### config.mk
export PLATFORM = sky130hd
export DESIGN_NAME = qcr_divider
export DESIGN_NICKNAME = d
export VERILOG_FILES = /design/src/qcr_pkg.sv /design/src/qcr_divider.sv
export SDC_FILE = /design/constraint.sdc
export NUM_CORES = 1
export LEC_CHECK = 0
export BUFFER_PORTS_ARGS = -buffer_cell sky130_fd_sc_hd__buf_2
export CORE_ASPECT_RATIO = 0.5
export CORE_MARGIN = 1
export CORE_UTILIZATION = 67
export CTS_CLUSTER_SIZE = 16
export DETAILED_ROUTE_END_ITERATION = 8
export PLACE_DENSITY = 0.93
export RECOVER_POWER = 100
export SLEW_MARGIN = 30
export SYNTH_ARGS = -nofsm -noshare
export SYNTH_HDL_FRONTEND = slang
export SYNTH_SLANG_ARGS = --single-unit
### constraint.sdc
create_clock -name clk -period 6.5 [get_ports clk]
set_input_delay 0.65 -clock clk [delete_from_list [all_inputs] [get_ports clk]]
set_output_delay 0.65 -clock clk [all_outputs]
set_load 0.005 [all_outputs]
### src/qcr_pkg.sv
package qcr_pkg;

  localparam int QW         = 17;   // unsigned quality Q1.16, 0 .. 1.0
  localparam int CW         = 8;    // one color channel
  localparam int RGBW       = 24;
  localparam int NUM_W      = 25;   // 255 * 65536 + 32768 fits
  localparam int DIV_STEPS  = 8;    // quotient never exceeds 255
  localparam int CFG_IDX_W  = 3;
  localparam int CFG_DATA_W = 41;

  localparam logic [QW-1:0]   QONE      = 17'h10000;
  localparam logic [RGBW-1:0] OOR_RESET = 24'h9F00FF;
  localparam logic [RGBW-1:0] BLACK     = 24'h000000;
  localparam logic [RGBW-1:0] WHITE     = 24'hFFFFFF;

  typedef enum logic [CFG_IDX_W-1:0] {
    REG_POINT_COUNT = 3'd0,
    REG_OOR_COLOR   = 3'd1,
    REG_POINT_BASE  = 3'd2
  } reg_idx_t;

  // Data that rides beside the interpolation path.
  typedef struct packed {
    logic            oor;
    logic            direct;
    logic [RGBW-1:0] rgb;
  } side_t;

endpackage

### src/qcr_divider.sv
module qcr_divider (
  input  logic                      clk,
  input  logic                      rst,
  input  logic                      in_valid,
  input  logic [qcr_pkg::NUM_W-1:0] num,
  input  logic [qcr_pkg::QW-1:0]    den,
  output logic                      out_valid,
  output logic [qcr_pkg::CW-1:0]    quot
);
  import qcr_pkg::*;

  // One restoring step per stage, most significant quotient bit first.
  logic [NUM_W-1:0] rem   [DIV_STEPS+1];
  logic [QW-1:0]    dens  [DIV_STEPS+1];
  logic [CW-1:0]    qacc  [DIV_STEPS+1];
  logic             vld   [DIV_STEPS+1];

  assign rem[0]  = num;
  assign dens[0] = den;
  assign qacc[0] = '0;
  assign vld[0]  = in_valid;

  for (genvar s = 0; s < DIV_STEPS; s++) begin : g_step
    localparam int B = DIV_STEPS - 1 - s;
    logic [NUM_W-1:0] trial;
    logic             fits;
    assign trial = NUM_W'(dens[s]) << B;
    assign fits  = rem[s] >= trial;

    always_ff @(posedge clk) begin
      if (rst) begin
        vld[s+1] <= 1'b0;
      end else begin
        vld[s+1] <= vld[s];
      end
      rem[s+1]  <= fits ? rem[s] - trial : rem[s];
      dens[s+1] <= dens[s];
      qacc[s+1] <= qacc[s] | (CW'(fits) << B);
    end
  end

  assign out_valid = vld[DIV_STEPS];
  assign quot      = qacc[DIV_STEPS];

endmodule

Word-level counts from Yosys, hierarchy flattened
Cells that the tools add are included.

storage, ports and cells
  output and inout port bits = 9
  bits in registers = 359

cells by class
  bitwise gates (word level) = 7
  $lt $le $gt $ge = 8
  multiplexer cells = 7
  add/subtract/negate cells = 7

operator list
  operator                                                        count
  25-bit 2-to-1 mux                                               7
  25-bit by 17-bit greater-or-equal comparator with 1-bit output  1
  25-bit by 18-bit greater-or-equal comparator with 1-bit output  1
  25-bit by 19-bit greater-or-equal comparator with 1-bit output  1
  25-bit by 20-bit greater-or-equal comparator with 1-bit output  1
  25-bit by 21-bit greater-or-equal comparator with 1-bit output  1
  25-bit by 22-bit greater-or-equal comparator with 1-bit output  1
  25-bit by 23-bit greater-or-equal comparator with 1-bit output  1
  25-bit by 24-bit greater-or-equal comparator with 1-bit output  1
  25-bit by 18-bit subtractor with 25-bit output                  1
  25-bit by 19-bit subtractor with 25-bit output                  1
  25-bit by 20-bit subtractor with 25-bit output                  1
  25-bit by 21-bit subtractor with 25-bit output                  1
  25-bit by 22-bit subtractor with 25-bit output                  1
  25-bit by 23-bit subtractor with 25-bit output                  1
  25-bit by 24-bit subtractor with 25-bit output                  1
  8-bit by 1-bit OR with 8-bit output                             1
  8-bit by 2-bit OR with 8-bit output                             1
  8-bit by 3-bit OR with 8-bit output                             1
  8-bit by 4-bit OR with 8-bit output                             1
  8-bit by 5-bit OR with 8-bit output                             1
  8-bit by 6-bit OR with 8-bit output                             1
  8-bit by 7-bit OR with 8-bit output                             1

Depth between registers and ports, before layout
Gate-level depths: netlist of the first run.

  word-level depth = 2
  mapped depth = 13
  depth with buffers taken out = 12

Worst setup path after synthesis of the first run
OpenSTA, ideal clock, no wires.

  kind = input -> register
  start = in num[7] (netlist bit)
  end = reg rem[194] (netlist bit)
  library setup time = 0.122 ns
  path slack = 3.549 ns
  arrival = 2.829 ns
  stages on the path = 11
  cell sequence = inv_1 ha_1 fa_1 nor2b_1 o31a_1 o21ai_0 a31oi_1 o21ai_0 o311a_1 a41o_1 o32a_1

on the way
  cells in the longest elaborated chain, start to end = 2
  elaborated cells on any way between the ends = 3
  classes of those cells = 1 x add/sub; 1 x order compare; 1 x mux

RTL lines
  item                                                                                                                              RTL line                              source
  from (decl)                                                                                                                       qcr_divider.sv:5                      input logic [qcr_pkg::NUM_W-1:0] num,
  25-bit by 24-bit subtractor with 25-bit output or 25-bit by 24-bit greater-or-equal comparator with 1-bit output (tied branches)  qcr_divider.sv:36, qcr_divider.sv:28
  25-bit 2-to-1 mux (*)                                                                                                             qcr_divider.sv:36                     rem[s+1] <= fits ? rem[s] - trial : rem[s];
  to (signal, indexed assignment)                                                                                                   qcr_divider.sv:36
  to (decl)                                                                                                                         qcr_divider.sv:13                     logic [NUM_W-1:0] rem [DIV_STEPS+1];

Every way passes the cells marked *; elsewhere a longest branch is shown, timed or not.
A chain may end at the register's enable or synchronous reset.

Worst setup path in the final report of the first run
  start = reg dens[54] (netlist bit)
  end = reg rem[65] (netlist bit)

on the way
  cells in the longest elaborated chain, start to end = 2
  elaborated cells on any way between the ends = 3
  classes of those cells = 1 x add/sub; 1 x order compare; 1 x mux

RTL lines
  item                                                            RTL line           source
  from (decl)                                                     qcr_divider.sv:14  logic [QW-1:0] dens [DIV_STEPS+1];
  from (signal, indexed assignment)                               qcr_divider.sv:37  dens[s+1] <= dens[s];
  25-bit by 19-bit greater-or-equal comparator with 1-bit output  qcr_divider.sv:28  assign fits = rem[s] >= trial;
  via g_step[5].fits                                              qcr_divider.sv:26  logic fits;
  25-bit 2-to-1 mux                                               qcr_divider.sv:36

The timed path passes the listed nets, and every way through them passes these cells.

==> impl_metrics.yaml, run 1 <==
outcome:
  run_status: "finished, violations left"
  violations: "capacitance limit, slew limit"
synth:
  synthXorXnorAreaFrac: 0.0648
  synthCells: 1682
  syn_area_um2: 15500
  ys_top_cells_by_area: "dfxtp_1, ha_1, inv_1, a21oi_1, o21ai_0"
  synth_edf_count: 0
  synthFlopType: "dfxtp_1"
  synth_most_common_cell: "dfxtp_1"
  synth_common_cells: "dfxtp_1, inv_1, ha_1"
  synth-seq-cells: 338
  async_flop_share: 0
  synth_top_area_cell: "dfxtp_1"
  yosys.area_share.simple: 0.136
  ys_seq_area_frac: 0.435
  yosys_warnings: 0
  synth_top_area_share: 0.435
  synth_cell_types: 76
  synth_top_family_by_area: "compound AO/OA/AOI/OAI gates"
  synthAdderAreaFrac: 0.118
  avgSynthCellArea_um2: 9.24
  synthMuxAreaShare: 0.0187
  syn_nets: 1870
  synth_compound_area_frac: 0.173
timing:
  finalSetupTns_ps: 0
  slew_viol_final: 36
  relSlewSlack: -0.667
  fin_crit_ps: 4610
  worst_slew_pin_slew_ps: 2470
  min_period_over_period: 0.709
  rsz0062_at_grt: "no"
  fmax_mhz: 217
  report.final.setup_viol: 0
  skew_ps: 26.4
  hold_viol_final: 0
routing:
  wirelength_um: 33300
  dr.pass1.iters: 6
  via_count: 12200
  drtAntennaViolNets: 0
  wl_per_cell_um: 16.4
  drcViolationCount: 0
  drt_iter0_drc: 837
  viasPerCell: 6.02
placement:
  portBuffers: 53
  placed_cell_area_um2: 16000
  dpl.hpwl_um: 23400
  globalplace.congestion: 0.986
  dp.cells: 1988
clock_network:
  cts_setup_buffers: 0
  hold_buffers: 0
  cts_htree_levels: 1
  clock_latency_ps: 560
  clockBufferDepth: 3
  cts_tree: "yes"
  cts_buffers: 27
  path_clk_slew_ps: 70
  clock-sinks: 338
  ctsResizeCount: 0
  cts_root_buf: "clkbuf_16"
pwr:
  vdd_drop_max_mv: 0.236
  p_per_area_nw_per_um2: 479
  power_leakage_uw: 0.00762
critical_path:
  path_cells: "inv_1, ha_1, a21o_1, a21oi_1, a21oi_1, a211o_1, a41oi_1, clkinv_1, mux2_1"
  reg2reg_to: "rem[65]$_DFF_P_"
  path_common_cell: "a21oi_1"
  slowest_delay_ps: 1840
  setup.worst_path.class: "register to register"
  worstPathRequired_ps: 6920
  rr_worst_depth: 9
  crit_path_start_kind: "register"
  cp.arrival_ps: 5030
  r2r-start: "dens[54]$_DFF_P_"
  end_kind: "register"
  cp_max_fo: 35
  rrSetupSlack_ps: 1890
  worst_path_max_delay_cell: "a41oi_1"
global_routing:
  grt_pass1_vias: 11600
  gr-usage-all-layers: 0.279
  grt_overflow: 0
  antenna_found_initial: 0
  grt_first_pass_wirelength_um: 54500
  grt_max_degree: 37
layout:
  fill_cells: 1335
  fin_nets: 1905
  syn2layout_area_growth_pct: 7.64
  fin_cells: 2032
  drive_above_1_share: 0.0600
  fin_area_um2: 16700
  antennaDiodeCount: 0
worst_hold_path:
  hold_depth: 1
  hold_start: "den[7]"
  min_to: "dens[126]$_DFF_P_"
  hold_path.class: "primary input to register"
die:
  ios: 54
  die_w_um: 217
  core_area_um2: 22200
  start_util: 0.700
  die_area_um2: 23900
  die_h_um: 110
  std_cell_rows: 38
job:
  drv_cap: 1
-- critical path, delay by kind of cell, from the launching register on --
kind	cells	cell delay, ps
multiplexers	1	450
flip-flops	1	370
adder cells (fa/ha/maj)	1	360
AO/OA/AOI/OAI	5	2790
buffers and inverters	2	510
-- routing by layer --
layer | share of wire | vias to the layer above | track usage
met1 | 0.42 | 5630 | 0.348
met2 | 0.47 | 608 | 0.501
met5 | 0 | - | 0
li1 | - | 5881 | -
met3 | 0.072 | 116 | 0.0313
met4 | 0.038 | 0 | 0.111
-- cells by family after synthesis --
family	after synthesis
mux	26
flops	338
compound gates	422
fa+ha+maj	143
xor+xnor	115
simple gates	423
buf+inv	215
-- area by class of cell --
cell class,instances,area (µm²),share of cell area
clock inverters,6,77.6,0.00464
inverters,166,623,0.0372
repair buffers,55,246,0.0147
flip-flops and latches,338,6770,0.404
multi-input cells,1129,7900,0.472
clock buffers,38,747,0.0446
well taps,300,375,0.0224
-- power by group --
| group | internal, µW | switching, µW | total (µW) |
|---|---|---|---|
| registers | 2650 | 366 | 3020 |
| clock network | 842 | 722 | 1560 |
| logic | 1550 | 1890 | 3440 |
-- flip-flops by register name (all words and copies together), names as in the netlist --
| register | count |
|---|---|
| out_valid | 1 |
| rem | 175 |
| vld | 7 |
| qacc | 28 |
| quot | 8 |
| dens | 119 |
-- how the worst max path moves through the flow --
stage | start | endpoint | slack (ps) | cells past startpoint
after CTS | dens[128]$_DFF_P_ | rem[173]$_DFF_P_ | 3000 | 10
final | dens[54]$_DFF_P_ | rem[65]$_DFF_P_ | 1890 | 9
after global routing | dens[54]$_DFF_P_ | rem[65]$_DFF_P_ | 1550 | 9
after global placement | num[9] | rem[192]$_DFF_P_ | 2780 | 10
after detailed placement | num[9] | rem[192]$_DFF_P_ | 2670 | 10
after floorplan | num[7] | rem[194]$_DFF_P_ | 3550 | 11
-- per-stage QoR --
stage	hold WS, ps	setup slack (ps)	power [µW]	utilization
after floorplan	310	3550	5650	-
after global placement	310	2780	6200	0.720
after detailed placement	312	2670	6340	0.720
after CTS	187	3000	7970	0.757
after global routing	188	1550	8520	0.754
final	198	1890	8020	0.754
-- layout by cell type (no fill, tap or decap), types with 54 or more instances in the layout --
cell type and count:
a21o_1 54, nor2_1 103, xor2_1 54, inv_1 165, o21ai_0 118, a21oi_1 118
nand2_1 118, xnor2_1 61, ha_1 136, dfxtp_1 338
No activity file was read; power rests on OpenSTA's default activity.
==> inputs of run 2 (changes only) <==
--- a/config.mk
+++ b/config.mk
@@ -8,10 +8,10 @@
 export BUFFER_PORTS_ARGS = -buffer_cell sky130_fd_sc_hd__buf_2
 export CORE_ASPECT_RATIO = 0.5
 export CORE_MARGIN = 1
-export CORE_UTILIZATION = 67
+export CORE_UTILIZATION = 56
 export CTS_CLUSTER_SIZE = 16
 export DETAILED_ROUTE_END_ITERATION = 8
-export PLACE_DENSITY = 0.93
+export PLACE_DENSITY = 0.84
 export RECOVER_POWER = 100
 export SLEW_MARGIN = 30
 export SYNTH_ARGS = -nofsm -noshare
==> constraint.sdc (replaced) <==
create_clock -name clk -period 3.9 [get_ports clk]
set_input_delay 0.39 -clock clk [delete_from_list [all_inputs] [get_ports clk]]
set_output_delay 0.39 -clock clk [all_outputs]
set_load 0.005 [all_outputs]
==> impl_metrics.yaml, run 2 (same netlist as run 1, synthesis figures left out) <==
timing:
  skew_ps: 13.6
  rsz0062_at_grt: "no"
  min_period_over_period: 0.891
  fin_crit_ps: 3480
  hold_viol_final: 0
  timing.final.ws_setup_ps: 424
  worst_slew_pin_slew_ps: 1060
  finalSetupTns_ps: 0
  slew_viol_final: 0
  relSlewSlack: 0.295
  report.final.setup_viol: 0
  fmax_mhz: 288
layout:
  drive_above_1_share: 0.0684
  layout_common_cells: "dfxtp_1, inv_1, ha_1"
  fin_cells: 2144
  layout_commonest_cell: "dfxtp_1"
  regMostFlops: "rem"
  fin_nets: 1934
  top_regs: "rem x175, dens x119, qacc x28"
  largest_reg_flops: 175
  post-route-util: 0.646
  syn2layout_area_growth_pct: 11.6
  fin_area_um2: 17400
die:
  std_cell_rows: 42
  die_area_um2: 28500
  ios: 54
  start_util: 0.579
  core_area_um2: 26900
  die_h_um: 120
  die_w_um: 238
job:
  drv_cap: 0
routing:
  viasPerCell: 5.50
  wl_per_cell_um: 15.1
  drt_iter0_drc: 872
  drcViolationCount: 0
  via_count: 11800
  drtAntennaViolNets: 0
  dr.pass1.iters: 5
  wirelength_um: 32300
clock_network:
  path_clk_slew_ps: 70
  cts_htree_levels: 1
  cts_buffers: 29
  cts_tree: "yes"
  cts_root_buf: "clkbuf_16"
  clock-sinks: 338
  clockBufferDepth: 3
  clock_latency_ps: 550
  cts_setup_buffers: 0
outcome:
  run_status: "complete, no violations"
critical_path:
  setup.worst_path.class: "register to register"
  end_kind: "register"
  cp.arrival_ps: 3960
  rrSetupSlack_ps: 420
  cp_max_fo: 13
  worstPathRequired_ps: 4390
  crit_path_start_kind: "register"
placement:
  dp.cells: 2064
  place_ws_ps: 624
  dpl.hpwl_um: 23600
  placed_cell_area_um2: 16100
  globalplace.congestion: 0.952
  portBuffers: 53
pwr:
  p_per_area_nw_per_um2: 796
  vdd_drop_max_mv: 0.409
  power_leakage_uw: 0.00786
global_routing:
  grt_overflow: 0
  grt_max_degree: 38
  antenna_found_initial: 1
  grt_first_pass_wirelength_um: 54400
  grt_pass1_vias: 11600
  gr-usage-all-layers: 0.230
worst_hold_path:
  hold_path.class: "primary input to register"
run 2: stage by stage:
step	power (µW)	hold slack (ps)
2_1_floorplan	9420	310
3_3_place_gp	10500	310
3_5_place_dp	10600	312
4_1_cts	13800	47.7
5_1_grt	14800	35.0
6_report	13800	60.1
run 2: layer usage:
| metal | GRT usage | up-vias | part of all wire |
|---|---|---|---|
| li1 | - | 5947 | - |
| met1 | 0.294 | 5444 | 0.46 |
| met2 | 0.403 | 336 | 0.46 |
| met3 | 0.0244 | 69 | 0.042 |
| met4 | 0.0851 | 0 | 0.035 |
| met5 | 0 | - | 0 |
run 2: area by class of cell:
cell class / instances / area, µm²
fillers: 2108 / 9500
multi-input cells: 1129 / 7910
flip-flops and latches: 338 / 6770
clock buffers: 36 / 782
inverters: 166 / 623
repair buffers: 82 / 523
well taps: 374 / 468
clock inverters: 18 / 282
diodes: 1 / 2.50
run 2: worst paths after layout:
path,startpoint,end,cells after the start
worst max-delay path,rem[103]$_DFF_P_,rem[99]$_DFF_P_,11
worst min-delay path,num[11],rem[186]$_DFF_P_,2
worst max register to register,rem[103]$_DFF_P_,rem[99]$_DFF_P_,11
worst min register to register,qacc[38]$_DFF_P_,qacc[30]$_DFF_P_,0
run 2: critical path, cell delays in order (launching register included):
cell and delay [ps]:
dfxtp_1 340, inv_1 50, ha_1 230, fa_1 410, nand2b_1 190, a21oi_1 220, o21ai_0 210, o21ai_0 590
a211oi_4 210, or4_1 490, nor4_1 310, xor2_1 160
run 2: where the power goes:
part	internal (µW)	leakage, µW	switching, µW
logic	2600	0.00450	3060
clock network	1890	0.000519	1260
registers	4410	0.00284	596
run 2: repair_timing:
action | CTS | global route
gates resized for setup | 0 | 0
hold buffers | 24 | 0
setup endpoints to repair | 0 | 0
hold endpoints to repair | 24 | 0
